==> src/rtl/eeu_pkg.sv <==
// ============================================================================
// eeu_pkg
// Shared constants, types, tables and helpers of the elastic easing unit.
// ============================================================================
package eeu_pkg;

    localparam int TIME_BITS       = 16;
    localparam int FRAC_BITS       = 16;
    localparam int TABLE_ADDR_BITS = 10;

    localparam int QW  = FRAC_BITS + 1;
    localparam int WW  = FRAC_BITS + 1;
    localparam int XW  = FRAC_BITS + 5;
    localparam int AW  = XW + 1;
    localparam int NW  = 4;
    localparam int TBL_N = 1 << TABLE_ADDR_BITS;

    localparam logic [AW-1:0] RECIP3 = AW'((64'd1 << AW) / 64'd3);
    localparam logic [AW-1:0] RECIP9 = AW'((64'd1 << AW) / 64'd9);
    localparam logic [3:0]    DEN_STD = 4'd3;
    localparam logic [3:0]    DEN_IO  = 4'd9;

    localparam logic [WW-1:0]        U_ONE   = WW'(1) << FRAC_BITS;
    localparam logic [FRAC_BITS-1:0] QUARTER = FRAC_BITS'(1) << (FRAC_BITS - 2);

    localparam logic [63:0] Q30_ONE     = 64'd1 << 30;
    localparam logic [63:0] LN2_Q30     = 64'd744261118;
    localparam logic [63:0] HALF_PI_Q30 = 64'd1686629713;

    typedef enum logic [1:0] {
        CMD_IN    = 2'd0,
        CMD_OUT   = 2'd1,
        CMD_INOUT = 2'd2,
        CMD_ALT   = 2'd3
    } eeu_cmd_t;

    typedef struct packed {
        logic [1:0]         cmd;
        logic               is_zero;
        logic               is_end;
        logic signed [31:0] b;
        logic signed [31:0] c;
    } eeu_side_t;

    typedef struct packed {
        logic [30:0] fm;
        logic        sneg;
        logic        minus;
        logic        io;
    } eeu_osc_t;

    typedef logic [30:0] exp_tbl_t [TBL_N];
    typedef logic [30:0] sin_tbl_t [TBL_N+1];

    function automatic exp_tbl_t build_exp();
        exp_tbl_t    t;
        logic [63:0] y;
        logic [63:0] term;
        longint      sum;
        for (int k = 0; k < TBL_N; k++) begin
            y    = (64'(k) * LN2_Q30) >> TABLE_ADDR_BITS;
            term = Q30_ONE;
            sum  = 0;
            for (int n = 0; n < 14; n++) begin
                if ((n & 1) != 0) sum = sum - longint'(term);
                else              sum = sum + longint'(term);
                term = ((term * y) >> 30) / 64'(n + 1);
            end
            if (sum < 0) sum = 0;
            if (sum > longint'(Q30_ONE)) sum = longint'(Q30_ONE);
            t[k] = 31'(sum);
        end
        return t;
    endfunction

    function automatic sin_tbl_t build_sin();
        sin_tbl_t    t;
        logic [63:0] x;
        logic [63:0] x2;
        logic [63:0] term;
        longint      sum;
        for (int k = 0; k <= TBL_N; k++) begin
            x    = (64'(k) * HALF_PI_Q30) >> TABLE_ADDR_BITS;
            x2   = (x * x) >> 30;
            term = x;
            sum  = 0;
            for (int n = 1; n < 18; n += 2) begin
                if ((n & 2) != 0) sum = sum - longint'(term);
                else              sum = sum + longint'(term);
                term = ((term * x2) >> 30) / 64'((n + 1) * (n + 2));
            end
            if (sum < 0) sum = 0;
            if (sum > longint'(Q30_ONE)) sum = longint'(Q30_ONE);
            t[k] = 31'(sum);
        end
        return t;
    endfunction

    localparam exp_tbl_t EXP_TBL = build_exp();
    localparam sin_tbl_t SIN_TBL = build_sin();

    function automatic logic [TABLE_ADDR_BITS-1:0] idx_from_frac(
        input logic [FRAC_BITS-1:0] f
    );
        logic [63:0] wide;
        wide = 64'(f);
        if (FRAC_BITS >= TABLE_ADDR_BITS) wide = wide >> (FRAC_BITS - TABLE_ADDR_BITS);
        else                              wide = wide << (TABLE_ADDR_BITS - FRAC_BITS);
        return wide[TABLE_ADDR_BITS-1:0];
    endfunction

    function automatic logic [TABLE_ADDR_BITS-1:0] idx_from_quarter(
        input logic [FRAC_BITS-3:0] f
    );
        logic [63:0] wide;
        wide = 64'(f);
        if (FRAC_BITS - 2 >= TABLE_ADDR_BITS) wide = wide >> (FRAC_BITS - 2 - TABLE_ADDR_BITS);
        else                                  wide = wide << (TABLE_ADDR_BITS - FRAC_BITS + 2);
        return wide[TABLE_ADDR_BITS-1:0];
    endfunction

    function automatic logic signed [31:0] sat32(input logic signed [34:0] v);
        if (v > 35'sd2147483647)       return 32'sh7FFF_FFFF;
        else if (v < -35'sd2147483648) return 32'sh8000_0000;
        else                           return v[31:0];
    endfunction

endpackage

==> src/rtl/eeu_div.sv <==
// ============================================================================
// eeu_div
// Pipelined restoring divider: one quotient bit per stage.
// ============================================================================
module eeu_div (
    input  logic                                clk,
    input  logic                                rst_n,
    input  logic                                adv,
    input  logic                                in_vld,
    input  logic [eeu_pkg::TIME_BITS-1:0]       num,
    input  logic [eeu_pkg::TIME_BITS-1:0]       den,
    input  eeu_pkg::eeu_side_t                  in_side,
    output logic                                out_vld,
    output logic [eeu_pkg::QW-1:0]              quo,
    output eeu_pkg::eeu_side_t                  out_side
);
    import eeu_pkg::*;

    logic                 vld_reg  [QW];
    logic [TIME_BITS:0]   rem_reg  [QW];
    logic [TIME_BITS-1:0] den_reg  [QW];
    logic [QW-1:0]        quo_reg  [QW];
    eeu_side_t            side_reg [QW];

    logic                 s_vld  [QW+1];
    logic [TIME_BITS:0]   s_rem  [QW+1];
    logic [TIME_BITS-1:0] s_den  [QW+1];
    logic [QW-1:0]        s_quo  [QW+1];
    eeu_side_t            s_side [QW+1];

    assign s_vld[0]  = in_vld;
    assign s_rem[0]  = {1'b0, num};
    assign s_den[0]  = den;
    assign s_quo[0]  = '0;
    assign s_side[0] = in_side;

    for (genvar i = 0; i < QW; i++) begin : g_stage
        logic [TIME_BITS+1:0] r2;
        logic                 ge;
        logic [TIME_BITS:0]   rem_next;
        logic [QW-1:0]        quo_next;

        always_comb
        begin
            r2       = {s_rem[i], 1'b0};
            ge       = r2 >= {2'b00, s_den[i]};
            rem_next = ge ? (TIME_BITS+1)'(r2 - {2'b00, s_den[i]}) : r2[TIME_BITS:0];
            quo_next = {s_quo[i][QW-2:0], ge};
        end

        always_ff @(posedge clk or negedge rst_n)
        begin
            if (!rst_n) vld_reg[i] <= 1'b0;
            else if (adv) vld_reg[i] <= s_vld[i];
        end

        always_ff @(posedge clk)
        begin
            if (adv)
            begin
                rem_reg[i]  <= rem_next;
                den_reg[i]  <= s_den[i];
                quo_reg[i]  <= quo_next;
                side_reg[i] <= s_side[i];
            end
        end

        assign s_vld[i+1]  = vld_reg[i];
        assign s_rem[i+1]  = rem_reg[i];
        assign s_den[i+1]  = den_reg[i];
        assign s_quo[i+1]  = quo_reg[i];
        assign s_side[i+1] = side_reg[i];
    end

    assign out_vld  = s_vld[QW];
    assign quo      = s_quo[QW];
    assign out_side = s_side[QW];

endmodule

==> config.mk <==
export PLATFORM = sky130hd
export DESIGN_NAME = eeu_div
export DESIGN_NICKNAME = d
export VERILOG_FILES = /design/src/rtl/eeu_pkg.sv /design/src/rtl/eeu_div.sv
export SDC_FILE = /design/constraint.sdc
export NUM_CORES = 2
export LEC_CHECK = 0
export ABC_AREA = 1
export BUFFER_PORTS_ARGS = -buffer_cell sky130_fd_sc_hd__buf_2
export CAP_MARGIN = 25
export CORE_UTILIZATION = 30
export CTS_BUF_LIST = sky130_fd_sc_hd__clkbuf_8
export CTS_CLUSTER_DIAMETER = 80
export CTS_CLUSTER_SIZE = 25
export DETAILED_ROUTE_END_ITERATION = 7
export GPL_TIMING_DRIVEN = 0
export SLEW_MARGIN = 20
export SYNTH_ARGS = -nofsm -noshare
export SYNTH_HDL_FRONTEND = slang
export SYNTH_SLANG_ARGS = --single-unit
==> constraint.sdc <==
create_clock -name clk -period 2.34 [get_ports clk]
set_input_delay 0.117 -clock clk [delete_from_list [all_inputs] [get_ports clk]]
set_output_delay 0.117 -clock clk [all_outputs]
set_load 0.02 [all_outputs]
Yosys cells after proc, flatten, opt, wreduce, memory -nomap -nowiden
Memories as Yosys holds them, arrays and structs flattened.
Index checks and enable logic that the tools add are counted.
W data, S select, Z words.
Cells by class
  $add $sub $neg: 17
  multiplexer cells: 19
  $lt $le $gt $ge: 17
Operators with widths (number)
  $mux W17: 17
  $sub A17 B16 Y17: 17
  $ge A18 B16 Y1: 16
  $ge A17 B16 Y1: 1
  $mux W1: 2
Word-level totals
  RAM bits: 2006
  register bits after elaboration: 17
  output and inout port bits: 86
  memories: 4
Memories
  side_reg: words 17, bits a word 68, read ports 17, clocked after Yosys merged registers in 0, wr ports 17, RTL line eeu_div.sv:23  | eeu_side_t side_reg [QW];
  quo_reg: words 17, bits a word 17, read ports 17, clocked after Yosys merged registers in 0, wr ports 17, RTL line eeu_div.sv:22  | logic [QW-1:0] quo_reg [QW];
  rem_reg: words 17, bits a word 17, read ports 16, clocked after Yosys merged registers in 0, wr ports 17, RTL line eeu_div.sv:20  | logic [TIME_BITS:0] rem_reg [QW];
  den_reg: words 17, bits a word 16, read ports 16, clocked after Yosys merged registers in 0, wr ports 17, RTL line eeu_div.sv:21  | logic [TIME_BITS-1:0] den_reg [QW];

Logic depth before layout (Yosys ltp)
An unclocked memory read counts as a cell.
  word-level depth: 3
  depth in mapped cells: 15
  depth with buffers taken out: 14

Worst setup path before layout
OpenSTA, ideal clock, no wires.
  path kind: reg2reg
  from: memory rem_reg[0][88] in the netlist's numbering
  to: memory rem_reg[0][109] in the netlist's numbering, data pin
  data arrival time: 1.670 ns
  cell stages (with the launch flop): 13
  required time: 2.087 ns
  slack: 0.418 ns
  period minus slack after synthesis: 1.922 ns
  path through: edfxtp_1 > ha_1 > nand2_1 > inv_1 > nand2_1 > nand2_1 > nand2_1 > nand3_1 > nand2_2 > nand3_2 > buf_6 > nand2_1 > nand2_1
RTL lines (RTL line)
  from (decl): eeu_div.sv:20

==> metrics.md <==
| Metric | Value |
|---|---|
| Outcome | complete, no violations |
| EDFF count, synth | 1,837 |
| Ports | 190 |
| Cell area after placement | 85,300 um2 |
| RSZ-0062 raised after global routing | true |
| Max reg flops | 1,156 |
| Asr flop ratio synth | 0.917% |
| Total global routing overflow | 0 |
| WL/cell | 15.0 um |
| # nets final | 7,778 |
| Largest net degree at the start of global routing | 149 |
| Core ar. | 263,000 um2 |
| Hold depth | 4 |
| Synth Instances | 6,685 |
| Measured slew at the worst slew-check pin | 0.802 ns |
| Die area | 267,000 um2 |
| Max-slew violation count | 0 |
| Switching share of power | 36.7% |
| Fmax | 436 MHz |
| Power per standard cell area | 1010 nW/um2 |
| Internal power | 59.6 mW |
| Setup TNS | 0 ns |
| HPWL after DPL | 117,000 um |
| First-pass GRT wire length | 253,000 um |
| Comb power frac | 34.0% |
| Setup CP Type | input port to flop |
| # fillers | 25,900 |
| Commonest cells in the netlist | nand2_1 (2,066), edfxtp_1 (1,837), inv_1 (1,133) |
| Post-synth top flop | edfxtp_1 |
| Vias per cell | 4.23 |
| Vias | 46,400 |
| Clock share of power | 18.5% |
| Crit end category | flop |
| CTS max path bufs | 3 |
| Yosys warns | 0 |
| Routed WL | 165,000 um |
| Yosys cell types | 43 |
| Drt first pass iters | 5 |
| Worst reg-to-reg path cell count | 11 |
| Synth area leaders | edfxtp_1 (69%), nand2_1 (9.7%), inv_1 (5.3%) |
| Remaining antenna violation count | 0 |
| Final Util | 35.3% |
| Rel. slew slack | 46.5% |
| Clock root buffer | clkbuf_8 |
| Final setup viols | 0 |
| Mean area per synthesized cell | 11.9 um2 |
| Sequential area share after synthesis | 69.9% |
| #FFs+latches synth | 1,854 |
| Net switching power | 34.6 mW |
| Top-area cell type share of the netlist area | 69.3% |
| # clock sinks | 1,854 |
| Cell area after synthesis | 79,600 um2 |
| Final hold vios | 0 |
| Tcrit/Tclk final | 98.0% |
| Worst-path clk slew | 0.13 ns |
| Worst EP arrival | 3.09 ns |
| Yosys top cell by area | edfxtp_1 |
| Max-cap violations | 0 |
| Initial antenna violation count | 3 |
| Worst setup SP type | input port |
| Placer congestion estimate | 0.837 |
| IO Port Bufs | 189 |
| Post-layout minimum cycle time | 2.29 ns |
| Max IR drop VDD | 0.510 mV |
| Synth-to-layout area growth | 16.7% |
| GRT Util Overall | 12.0% |
| Share of post-route cells with drive strength above 1 | 13.7% |
| Most frequent cell after synthesis | nand2_1 |
| LEAKAGE | 39.3 nW |
| Die span in y | 517 um |
| Synthesized Nets | 7,076 |
| Flop pwr share | 47.4% |
| Hold WC Path Type | input port to flop |
| Width of the die | 517 um |
| CTS tree | yes |
| Vias in the first global route | 45,200 |
| Num CTS Buffers | 116 |
| Hold WS | 0.196 ns |
| Drt drc | 0 |
| Critical Path Fanout Max | 5 |
| Initial Util | 30.3% |
| Clk Latency, worst-skew pair | 0.98 ns |
| H-tree levels | 3 |
| Final clock skew | 0.0688 ns |
| Detailed Route Iter0 Violations | 3,172 |
| Site Rows | 188 |
| Design area | 92,900 um2 |
| Required time of the critical path | 3.14 ns |
==> repair_timing <==
action	CTS	global route
setup buffers	38	116
hold endpoints to repair	519	0
gates resized for setup	53	193
endpoints found under the setup margin	172	348
cloned	0	3
hold buffers	224	0
pin swaps	9	28
==> metal layers <==
layer,wire [um],track usage (%),vias up
met3,5440,1.50,194
met1,76800,16.2,22000
li1,-,-,23600
met2,78800,20.2,645
met5,0,0,-
met4,4070,3.71,0
==> power groups by stage <==
stage / Clock [mW] / Sequential, mW / Combinational (mW)
2_1_floorplan: 0 / 44.0 / 20.9
3_3_place_gp: 0 / 46.0 / 27.5
3_5_place_dp: 0 / 45.4 / 29.2
4_1_cts: 18.6 / 44.6 / 30.4
5_1_grt: 19.6 / 45.1 / 36.4
6_report: 17.5 / 44.7 / 32.1
==> cell families after synthesis <==
family	Yosys count	share of synthesized area, %
AO/OA/AOI/OAI	188	1.29
buffers and inverters	1284	6.61
AND/OR/NAND/NOR	2957	16.3
multiplexers	3	0.0424
adder cells (fa/ha/maj)	287	4.66
flip-flops	1854	69.9
XOR/XNOR	112	1.23
==> final timing paths <==
path                                     startpoint                           to  slack, ns
max reg2reg                den_reg[0][43]$_DFFE_PP_     rem_reg[0][67]$_DFFE_PP_       0.08
min                                          den[0]  rem_reg[0][0]$_SDFFCE_PN0P_       0.20
max in group asynchronous                     rst_n        s_vld[13]$_DFFE_PN0P_       1.61
max                                         den[11]     rem_reg[0][16]$_DFFE_PP_       0.05
min reg2reg                side_reg[9][2]$_DFFE_PP_    side_reg[10][2]$_DFFE_PP_       0.38
min in group asynchronous                     rst_n         s_vld[4]$_DFFE_PN0P_       0.26
==> final cells by class <==
type / instances / area [um2] / share of cell area (%)
Multi-Input combinational cell: 3548 / 19900 / 21.4
Inverter: 1150 / 4320 / 4.65
Buffer: 134 / 1000 / 1.08
Tap cell: 3515 / 4400 / 4.74
Antenna cell: 1 / 2.50 / 0.00269
Timing Repair Buffer: 583 / 4940 / 5.32
Sequential cell: 1854 / 55600 / 59.8
Clock inverter: 78 / 1110 / 1.20
Clock buffer: 117 / 1610 / 1.73
==> per-stage QoR <==
stage,total power [mW],worst slack (ns),cells
5_1_grt,101,-0.0196,11000
2_1_floorplan,64.9,0.418,6685
3_3_place_gp,73.5,-30.58,10400
6_report,94.2,0.0457,11000
4_1_cts,93.7,0.00140,10900
3_5_place_dp,74.6,-0.887,10400
==> layout by cell type (no fill, tap or decap), types with 14 or more instances in the layout <==
master / n
nand2_2: 37
nand4_1: 286
xor2_1: 86
o21ai_0: 25
nand2_1: 2045
nand3_4: 25
a21oi_1: 139
nor2_1: 195
buf_2: 220
dfrtp_1: 17
inv_1: 1132
ha_4: 48
ha_2: 56
fa_1: 15
clkinv_8: 14
nor3_1: 31
buf_16: 19
nand2_4: 16
nor2_2: 41
dlygate4sd3_1: 217
or2_2: 25
edfxtp_1: 1837
nand3_1: 171
buf_4: 227
nand3b_1: 20
inv_2: 24
xnor2_1: 26
a21oi_4: 15
ha_1: 167
clkbuf_8: 117
==> worst max-delay path, cell delays in order <==
cell	delay [ns]
dlygate4sd3_1	0.52
buf_2	0.13
inv_1	0.04
ha_1	0.39
nand2_2	0.12
nor2_1	0.23
nand2_1	0.11
inv_1	0.06
nand2_1	0.06
nand2_1	0.08
nand2_1	0.05
dlygate4sd3_1	0.55
nand2_1	0.08
dlygate4sd3_1	0.56
Note: power is estimated with default switching activity, not from simulation.
