**config.mk**
```make
export PLATFORM = sky130hd
export DESIGN_NAME = eeu_mix
export DESIGN_NICKNAME = d
export VERILOG_FILES = /design/src/rtl/eeu_pkg.sv /design/src/rtl/eeu_mix.sv
export SDC_FILE = /design/constraint.sdc
export NUM_CORES = 2
export LEC_CHECK = 0
export ABC_AREA = 1
export BUFFER_PORTS_ARGS = -buffer_cell sky130_fd_sc_hd__buf_2
export CORE_MARGIN = 8
export CORE_UTILIZATION = 35
export DETAILED_ROUTE_END_ITERATION = 10
export SETUP_SLACK_MARGIN = 0.2
export SYNTH_ARGS = -nofsm -noshare
export SYNTH_HDL_FRONTEND = slang
export SYNTH_SLANG_ARGS = --single-unit
```
**constraint.sdc**
```tcl
create_clock -name clk -period 7.8 [get_ports clk]
set_clock_uncertainty 0.1 [all_clocks]
set_input_delay 0 -clock clk [delete_from_list [all_inputs] [get_ports clk]]
set_output_delay 0 -clock clk [all_outputs]
set_load 0.1 [all_outputs]
```
**src/rtl/eeu_pkg.sv**
```systemverilog
// ============================================================================
// eeu_pkg
// Shared constants, types, tables and helpers of the elastic easing unit.
// ============================================================================
package eeu_pkg;

    localparam int TIME_BITS       = 16;
    localparam int FRAC_BITS       = 16;
    localparam int TABLE_ADDR_BITS = 10;

    localparam int QW  = FRAC_BITS + 1;
    localparam int WW  = FRAC_BITS + 1;
    localparam int XW  = FRAC_BITS + 5;
    localparam int AW  = XW + 1;
    localparam int NW  = 4;
    localparam int TBL_N = 1 << TABLE_ADDR_BITS;

    localparam logic [AW-1:0] RECIP3 = AW'((64'd1 << AW) / 64'd3);
    localparam logic [AW-1:0] RECIP9 = AW'((64'd1 << AW) / 64'd9);
    localparam logic [3:0]    DEN_STD = 4'd3;
    localparam logic [3:0]    DEN_IO  = 4'd9;

    localparam logic [WW-1:0]        U_ONE   = WW'(1) << FRAC_BITS;
    localparam logic [FRAC_BITS-1:0] QUARTER = FRAC_BITS'(1) << (FRAC_BITS - 2);

    localparam logic [63:0] Q30_ONE     = 64'd1 << 30;
    localparam logic [63:0] LN2_Q30     = 64'd744261118;
    localparam logic [63:0] HALF_PI_Q30 = 64'd1686629713;

    typedef enum logic [1:0] {
        CMD_IN    = 2'd0,
        CMD_OUT   = 2'd1,
        CMD_INOUT = 2'd2,
        CMD_ALT   = 2'd3
    } eeu_cmd_t;

    typedef struct packed {
        logic [1:0]         cmd;
        logic               is_zero;
        logic               is_end;
        logic signed [31:0] b;
        logic signed [31:0] c;
    } eeu_side_t;

    typedef struct packed {
        logic [30:0] fm;
        logic        sneg;
        logic        minus;
        logic        io;
    } eeu_osc_t;

    typedef logic [30:0] exp_tbl_t [TBL_N];
    typedef logic [30:0] sin_tbl_t [TBL_N+1];

    function automatic exp_tbl_t build_exp();
        exp_tbl_t    t;
        logic [63:0] y;
        logic [63:0] term;
        longint      sum;
        for (int k = 0; k < TBL_N; k++) begin
            y    = (64'(k) * LN2_Q30) >> TABLE_ADDR_BITS;
            term = Q30_ONE;
            sum  = 0;
            for (int n = 0; n < 14; n++) begin
                if ((n & 1) != 0) sum = sum - longint'(term);
                else              sum = sum + longint'(term);
                term = ((term * y) >> 30) / 64'(n + 1);
            end
            if (sum < 0) sum = 0;
            if (sum > longint'(Q30_ONE)) sum = longint'(Q30_ONE);
            t[k] = 31'(sum);
        end
        return t;
    endfunction

    function automatic sin_tbl_t build_sin();
        sin_tbl_t    t;
        logic [63:0] x;
        logic [63:0] x2;
        logic [63:0] term;
        longint      sum;
        for (int k = 0; k <= TBL_N; k++) begin
            x    = (64'(k) * HALF_PI_Q30) >> TABLE_ADDR_BITS;
            x2   = (x * x) >> 30;
            term = x;
            sum  = 0;
            for (int n = 1; n < 18; n += 2) begin
                if ((n & 2) != 0) sum = sum - longint'(term);
                else              sum = sum + longint'(term);
                term = ((term * x2) >> 30) / 64'((n + 1) * (n + 2));
            end
            if (sum < 0) sum = 0;
            if (sum > longint'(Q30_ONE)) sum = longint'(Q30_ONE);
            t[k] = 31'(sum);
        end
        return t;
    endfunction

    localparam exp_tbl_t EXP_TBL = build_exp();
    localparam sin_tbl_t SIN_TBL = build_sin();

    function automatic logic [TABLE_ADDR_BITS-1:0] idx_from_frac(
        input logic [FRAC_BITS-1:0] f
    );
        logic [63:0] wide;
        wide = 64'(f);
        if (FRAC_BITS >= TABLE_ADDR_BITS) wide = wide >> (FRAC_BITS - TABLE_ADDR_BITS);
        else                              wide = wide << (TABLE_ADDR_BITS - FRAC_BITS);
        return wide[TABLE_ADDR_BITS-1:0];
    endfunction

    function automatic logic [TABLE_ADDR_BITS-1:0] idx_from_quarter(
        input logic [FRAC_BITS-3:0] f
    );
        logic [63:0] wide;
        wide = 64'(f);
        if (FRAC_BITS - 2 >= TABLE_ADDR_BITS) wide = wide >> (FRAC_BITS - 2 - TABLE_ADDR_BITS);
        else                                  wide = wide << (TABLE_ADDR_BITS - FRAC_BITS + 2);
        return wide[TABLE_ADDR_BITS-1:0];
    endfunction

    function automatic logic signed [31:0] sat32(input logic signed [34:0] v);
        if (v > 35'sd2147483647)       return 32'sh7FFF_FFFF;
        else if (v < -35'sd2147483648) return 32'sh8000_0000;
        else                           return v[31:0];
    endfunction

endpackage

```
**src/rtl/eeu_mix.sv**
```systemverilog
// ============================================================================
// eeu_mix
// Scale by the change, round, add to the base, saturate, hold the result.
// ============================================================================
module eeu_mix (
    input  logic                      clk,
    input  logic                      rst_n,
    input  logic                      adv,
    input  logic                      in_vld,
    input  eeu_pkg::eeu_osc_t         in_osc,
    input  eeu_pkg::eeu_side_t        in_side,
    output logic                      out_vld,
    output logic signed [31:0]        out_val
);
    import eeu_pkg::*;

    // stage F: magnitude product, base, special result
    logic [31:0]        f_cmag;
    logic signed [32:0] f_bc;
    logic               f_vld_reg;
    logic [62:0]        f_prod_reg;
    logic signed [32:0] f_base_reg;
    logic               f_neg_reg;
    logic               f_io_reg;
    logic               f_spec_reg;
    logic signed [31:0] f_sval_reg;

    always_comb
    begin
        f_cmag = in_side.c[31] ? (32'd0 - in_side.c) : in_side.c;
        f_bc   = 33'(in_side.b) + 33'(in_side.c);
    end

    always_ff @(posedge clk or negedge rst_n)
    begin
        if (!rst_n) f_vld_reg <= 1'b0;
        else if (adv) f_vld_reg <= in_vld;
    end

    always_ff @(posedge clk)
    begin
        if (adv)
        begin
            f_prod_reg <= 63'(f_cmag) * 63'(in_osc.fm);
            f_base_reg <= in_osc.minus ? 33'(in_side.b) : f_bc;
            f_neg_reg  <= in_side.c[31] ^ in_osc.sneg ^ in_osc.minus;
            f_io_reg   <= in_osc.io;
            f_spec_reg <= in_side.is_zero | in_side.is_end;
            f_sval_reg <= in_side.is_zero ? in_side.b : sat32(35'(f_bc));
        end
    end

    // stage G: round, apply sign, saturate
    logic [63:0]        g_rnd;
    logic [32:0]        g_mag;
    logic signed [34:0] g_sum;
    logic signed [31:0] g_res;
    logic               out_vld_reg;
    logic signed [31:0] out_val_reg;

    always_comb
    begin
        g_rnd = 64'(f_prod_reg) + (f_io_reg ? (64'd1 << 30) : (64'd1 << 29));
        g_mag = f_io_reg ? 33'(g_rnd >> 31) : 33'(g_rnd >> 30);
        g_sum = f_neg_reg ? (35'(f_base_reg) - 35'(g_mag))
                          : (35'(f_base_reg) + 35'(g_mag));
        g_res = f_spec_reg ? f_sval_reg : sat32(g_sum);
    end

    always_ff @(posedge clk or negedge rst_n)
    begin
        if (!rst_n) out_vld_reg <= 1'b0;
        else if (adv) out_vld_reg <= f_vld_reg;
    end

    always_ff @(posedge clk)
    begin
        if (adv) out_val_reg <= g_res;
    end

    assign out_vld = out_vld_reg;
    assign out_val = out_val_reg;

    a_special_pass: assert property (@(posedge clk) disable iff (!rst_n)
        (adv && f_vld_reg && f_spec_reg) |=> (out_vld_reg && out_val_reg == $past(f_sval_reg)))
        else $error("endpoint result lost");

    a_zero_factor: assert property (@(posedge clk) disable iff (!rst_n)
        (f_vld_reg && !f_spec_reg && f_prod_reg == 63'd0) |-> (g_sum == 35'(f_base_reg)))
        else $error("zero factor moved base");

endmodule

```
## After elaboration in Yosys (flattened, before gate mapping)

Cells that the tools add are included.
Widths: inputs -> output; s select.

- Add/sub/neg operators: 5
- Multipliers: 1
- Div/mod/pow operators: 0
- Order comparisons: 4
- Equality and inequality tests: 0
- Shift-type cells: 0
- Muxes and demuxes: 11
- Bitwise operators: 3
- Reductions and logical operators: 0

Operators by type and width:

| cell | count |
|---|---|
| $mux 32 | 7 |
| $mux 33 | 2 |
| $add 63x31->64 | 1 |
| $mul 32x31->63 | 1 |
| $add 33x34->35 | 1 |
| $gt 35x32->1 const B | 1 |
| $lt 35x32->1 const B | 1 |
| $mux 35 | 1 |
| $sub 33x34->35 | 1 |
| $add 32x32->33 | 1 |
| $gt 33x32->1 const B | 1 |
| $lt 33x32->1 const B | 1 |
| $sub 1x32->32 const A | 1 |
| $mux 31 | 1 |
| $xor 1x1->1 | 2 |
| $or 1x1->1 | 1 |

- Flip-flop bits (word level): 165
- Bits in latches: 0
- Bits in writable memories: 0
- Memory bits (read-only): 0
- Input bits: 106
- Logic and storage cells: 33
- Memories: 0

## Depth between registers and ports, before layout

- Depth after elaboration: 9
- Mapped depth: 46

## Worst setup path before layout

No wires, ideal clock.

- Path kind: input -> register
- Start: input port in_side[0] in the netlist's numbering
- End: register f_prod_reg[59] (data pin)
- Library setup time: 252 ps
- Data arrival time: 7509 ps
- Slack: -61 ps
- Cell stages on the path: 43
- Cell sequence: clkbuf_1 -> inv_1 -> ha_1 -> inv_1 -> nor2_1 -> inv_1 -> nor2_1 -> inv_1 -> nor2_1 -> nand3_1 -> nand2_1 -> o21ai_0 -> inv_1 -> or2_2 -> nand2_1 -> inv_1 -> clkbuf_1 -> nor2_1 -> [7 not listed] -> fa_1 -> fa_1 -> inv_1 -> fa_1 -> inv_1 -> ha_1 -> a21oi_1 -> inv_1 -> a31oi_1 -> o21a_1 -> a21boi_0 -> o21ai_0 -> nand3_1 -> o211ai_1 -> nand2_1 -> nand2_1 -> nand2_1 -> nand2_1

- Cells in the longest elaborated chain, start to end: 3

RTL lines:

| element | RTL line | RTL |
|---|---|---|
| from (decl) | eeu_mix.sv:11 | `input eeu_pkg::eeu_side_t in_side,` |
| $sub 1x32->32 | eeu_mix.sv:30 | `f_cmag = in_side.c[31] ? (32'd0 - in_side.c) : in_side.c;` |
| $mux 32 * | eeu_mix.sv:30 |  |
| $mul 32x31->63 * | eeu_mix.sv:44 | `f_prod_reg <= 63'(f_cmag) * 63'(in_osc.fm);` |
| to (signal assigned) | eeu_mix.sv:44 |  |
| to (decl) | eeu_mix.sv:21 | `logic [62:0] f_prod_reg;` |

Every way passes the cells marked *; elsewhere a longest branch is shown, timed or not.
A chain may end at the register's enable or synchronous reset.

## Worst setup path in the final report

- Start: input port in_side[7] in the netlist's numbering
- End: register f_prod_reg[51] (data pin)

Same word-level chain as after synthesis.

==> metrics.md <==
| Metric | Value |
|---|---|
| Mapped Area | 43500 um^2 |
| Hold WS | -0.00740 ns |
| Syn Area/Cell | 7.86 um^2 |
| CP peak stage delay | 0.61 ns |
| Yosys reg bits | 136 |
| Setup Viol. Count Final | 0 |
| Core area | 123000 um^2 |
| Die height | 368 um |
| RSZ-0062 raised after global routing | true |
| Dominant cell type by area after synthesis | fa_1 |
| GP Congestion | 0.997 |
| Synth warnings | 0 |
| Sequential area share after synthesis | 0.0937 |
| Gr ovfl total | 0 |
| First-pass GRT wire length | 244 mm |
| CP Max Fanout | 5 |
| Failing checks | hold timing |
| CTS Buffer Depth | 2 |
| Initial antenna violation count | 3 |
| Hold Path Class | primary input to flip-flop |
| Root Driver | clkbuf_16 |
| Hold Vio Cnt, Final | 1 |
| Pins over their slew limit | 0 |
| CP Launch Type | primary input |
| CP most frequent cell | fa_1 |
| Slew @ Worst Pin | 1.07 ns |
| Clock transition time at the flip-flop clock pins of the worst setup and hold paths | 0.08 ns |
| Normalized max-slew margin | 0.286 |
| Synth Area in XOR/XNOR | 0.0278 |
| Die footprint | 136000 um^2 |
| Clk sink count | 136 |
| Synth Area in Compound Gates | 0.0623 |
| Register-to-Register Path Depth | 34 |
| Worst Path Required | 7.90 ns |
| Largest net degree at the start of global routing | 87 |
| Hold Path Stages | 3 |
| Layout cells sized above 1 | 0.207 |
| Vias in the first global route | 40500 |
| CTS tree | done |
| Ys async rst share | 0.0147 |
| Final wirelength | 163 mm |
| Count leader, synth | nand2_1 |
| Synth top area share | 0.400 |
| First drt pass iteration count | 6 |
| Post-synthesis mux area share | 0 |
| Area growth, synth to finish | 23.8% |
| Final ANT Viol Nets | 0 |
| Tmin final | 7.69 ns |
| Vias per Instance | 5.05 |
| Die W | 368 um |
| I/O Pins | 139 |
| CP max stage cell | fa_2 |
| Combinational family with the most area after synthesis | adder cells |
| Syn nets | 6829 |
| Initial Util | 0.352 |
| Total track usage | 0.235 |
| DR DRC count | 0 |
| Drt initial violations | 3238 |
| Simple-gate share of the synthesized area | 0.205 |
| CTS buffer count | 17 |
| Syn Inst Count | 5533 |
| Post-synth EDFFs | 134 |
| Crit share post-route | 0.986 |
| Max Cap Viol | 0 |
| FMAX | 0.130 GHz |
| Critical Path AT | 7.79 ns |
| Dpl hpwl | 136 mm |
| Nets | 7412 |
| Clock Latency Late Sink | 0.45 ns |
| Vias | 39200 |
| Synth Area in Adders | 0.492 |
| # rows | 129 |
| Crit end category | flip-flop |
| H-tree Lvls | 4 |
| Kind of critical path | primary input to flip-flop |
| Max reg flops | 34 |
| Top cells by count, synth | nand2_1 (1205), inv_1 (1131), fa_1 (868), nor2_1 (798), ha_1 (322) |
| PortBufs | 136 |
| Routed length per instance | 21.0 um |
| Most used DFF post-synth | edfxtp_1 |
| Setup TNS | 0 ns |
| Status | finished with violations |
| Top cells by area, synth | fa_1 (40%), nand2_1 (10%), inv_1 (9.8%) |
| Synth cell types | 58 |
==> per-layer routing <==
layer,up-vias,part of all wire,track usage
met5,-,0,0
met4,0,0.054,0.110
met3,312,0.081,0.0371
met2,1684,0.45,0.378
met1,19500,0.41,0.311
li1,17700,-,-
==> path summary, 6_finish.rpt <==
path                                        from                        to  slack [ns]
setup / recovery                      in_side[7]  f_prod_reg[51]$_DFFE_PP_        0.11
hold / removal                               adv     f_vld_reg$_DFFE_PN0P_      -0.007
setup reg to reg              f_io_reg$_DFFE_PP_     out_val[24]$_DFFE_PP_        1.00
hold reg to reg            f_vld_reg$_DFFE_PN0P_       out_vld$_DFFE_PN0P_        0.42
max in group asynchronous                  rst_n       out_vld$_DFFE_PN0P_        7.17
min in group asynchronous                  rst_n     f_vld_reg$_DFFE_PN0P_        0.30
==> stage by stage <==
stage / utilization / worst slack [ns] / instances / instance area, um^2
after floorplan: - / 0.209 / 5533 / 43600
after global placement: 0.402 / -0.695 / 7604 / 49600
after detailed placement: 0.402 / -0.733 / 7604 / 49600
after CTS: 0.418 / 0.178 / 7722 / 51700
after global routing: 0.436 / -0.190 / 7767 / 53800
final: 0.436 / 0.112 / 7768 / 53800
==> layout by cell type, fill, tap and decap left out, drive strengths merged, types with 6 or more instances in the layout <==
master       instances
clkbuf              17
xnor2               46
a21oi              192
o21a                19
nand2             1224
o21ai              164
edfxtp             134
ha                 322
nor3                27
or2                 19
nand3b              13
inv               1146
nor2               810
fa                 868
clkinv              23
o211ai               8
a31oi               39
xor2                92
buf                719
o21bai               6
nor4                11
dlygate4sd3         47
a21o                11
nand3              112
nand4               17
clkinvlp             6
==> kinds of logic (layout without fill, tap and decap cells) <==
family                   after synthesis  in the layout
XOR/XNOR                             138            138
adder cells (fa/ha/maj)             1190           1190
buffers and inverters               1363           1959
other                                  0              2
flip-flops                           136            136
AND/OR/NAND/NOR                     2236           2236
AO/OA/AOI/OAI                        470            470
==> repair_timing <==
| action | 4_1_cts | 5_1_grt |
|---|---|---|
| hold endpoints to repair | 68 | 0 |
| hold buffers | 47 | 0 |
| setup endpoints to repair | 33 | 34 |
| cloned | 1 | 0 |
| gates resized for setup | 166 | 447 |
| pin swaps | 93 | 178 |
| buffers inserted | 38 | 44 |
==> worst max-delay path, delay by kind of cell <==
family                   cells  cell delay (ns)
AND/OR/NAND/NOR             15             1.67
adder cells (fa/ha/maj)      9             4.40
AO/OA/AOI/OAI                4             0.60
buffers and inverters       12             1.10
==> final cells by class <==
class | count | area, um^2
diodes | 2 | 5.00
multi-input cells | 4034 | 36400
clock buffers | 17 | 425
inverters | 1161 | 4420
fillers | 12200 | 69700
clock inverters | 15 | 160
flip-flops and latches | 136 | 4070
well taps | 1637 | 2050
repair buffers | 766 | 6290
Power is not shown: default switching activity piles up to over one toggle a cycle in this logic, so the estimate is an artifact.
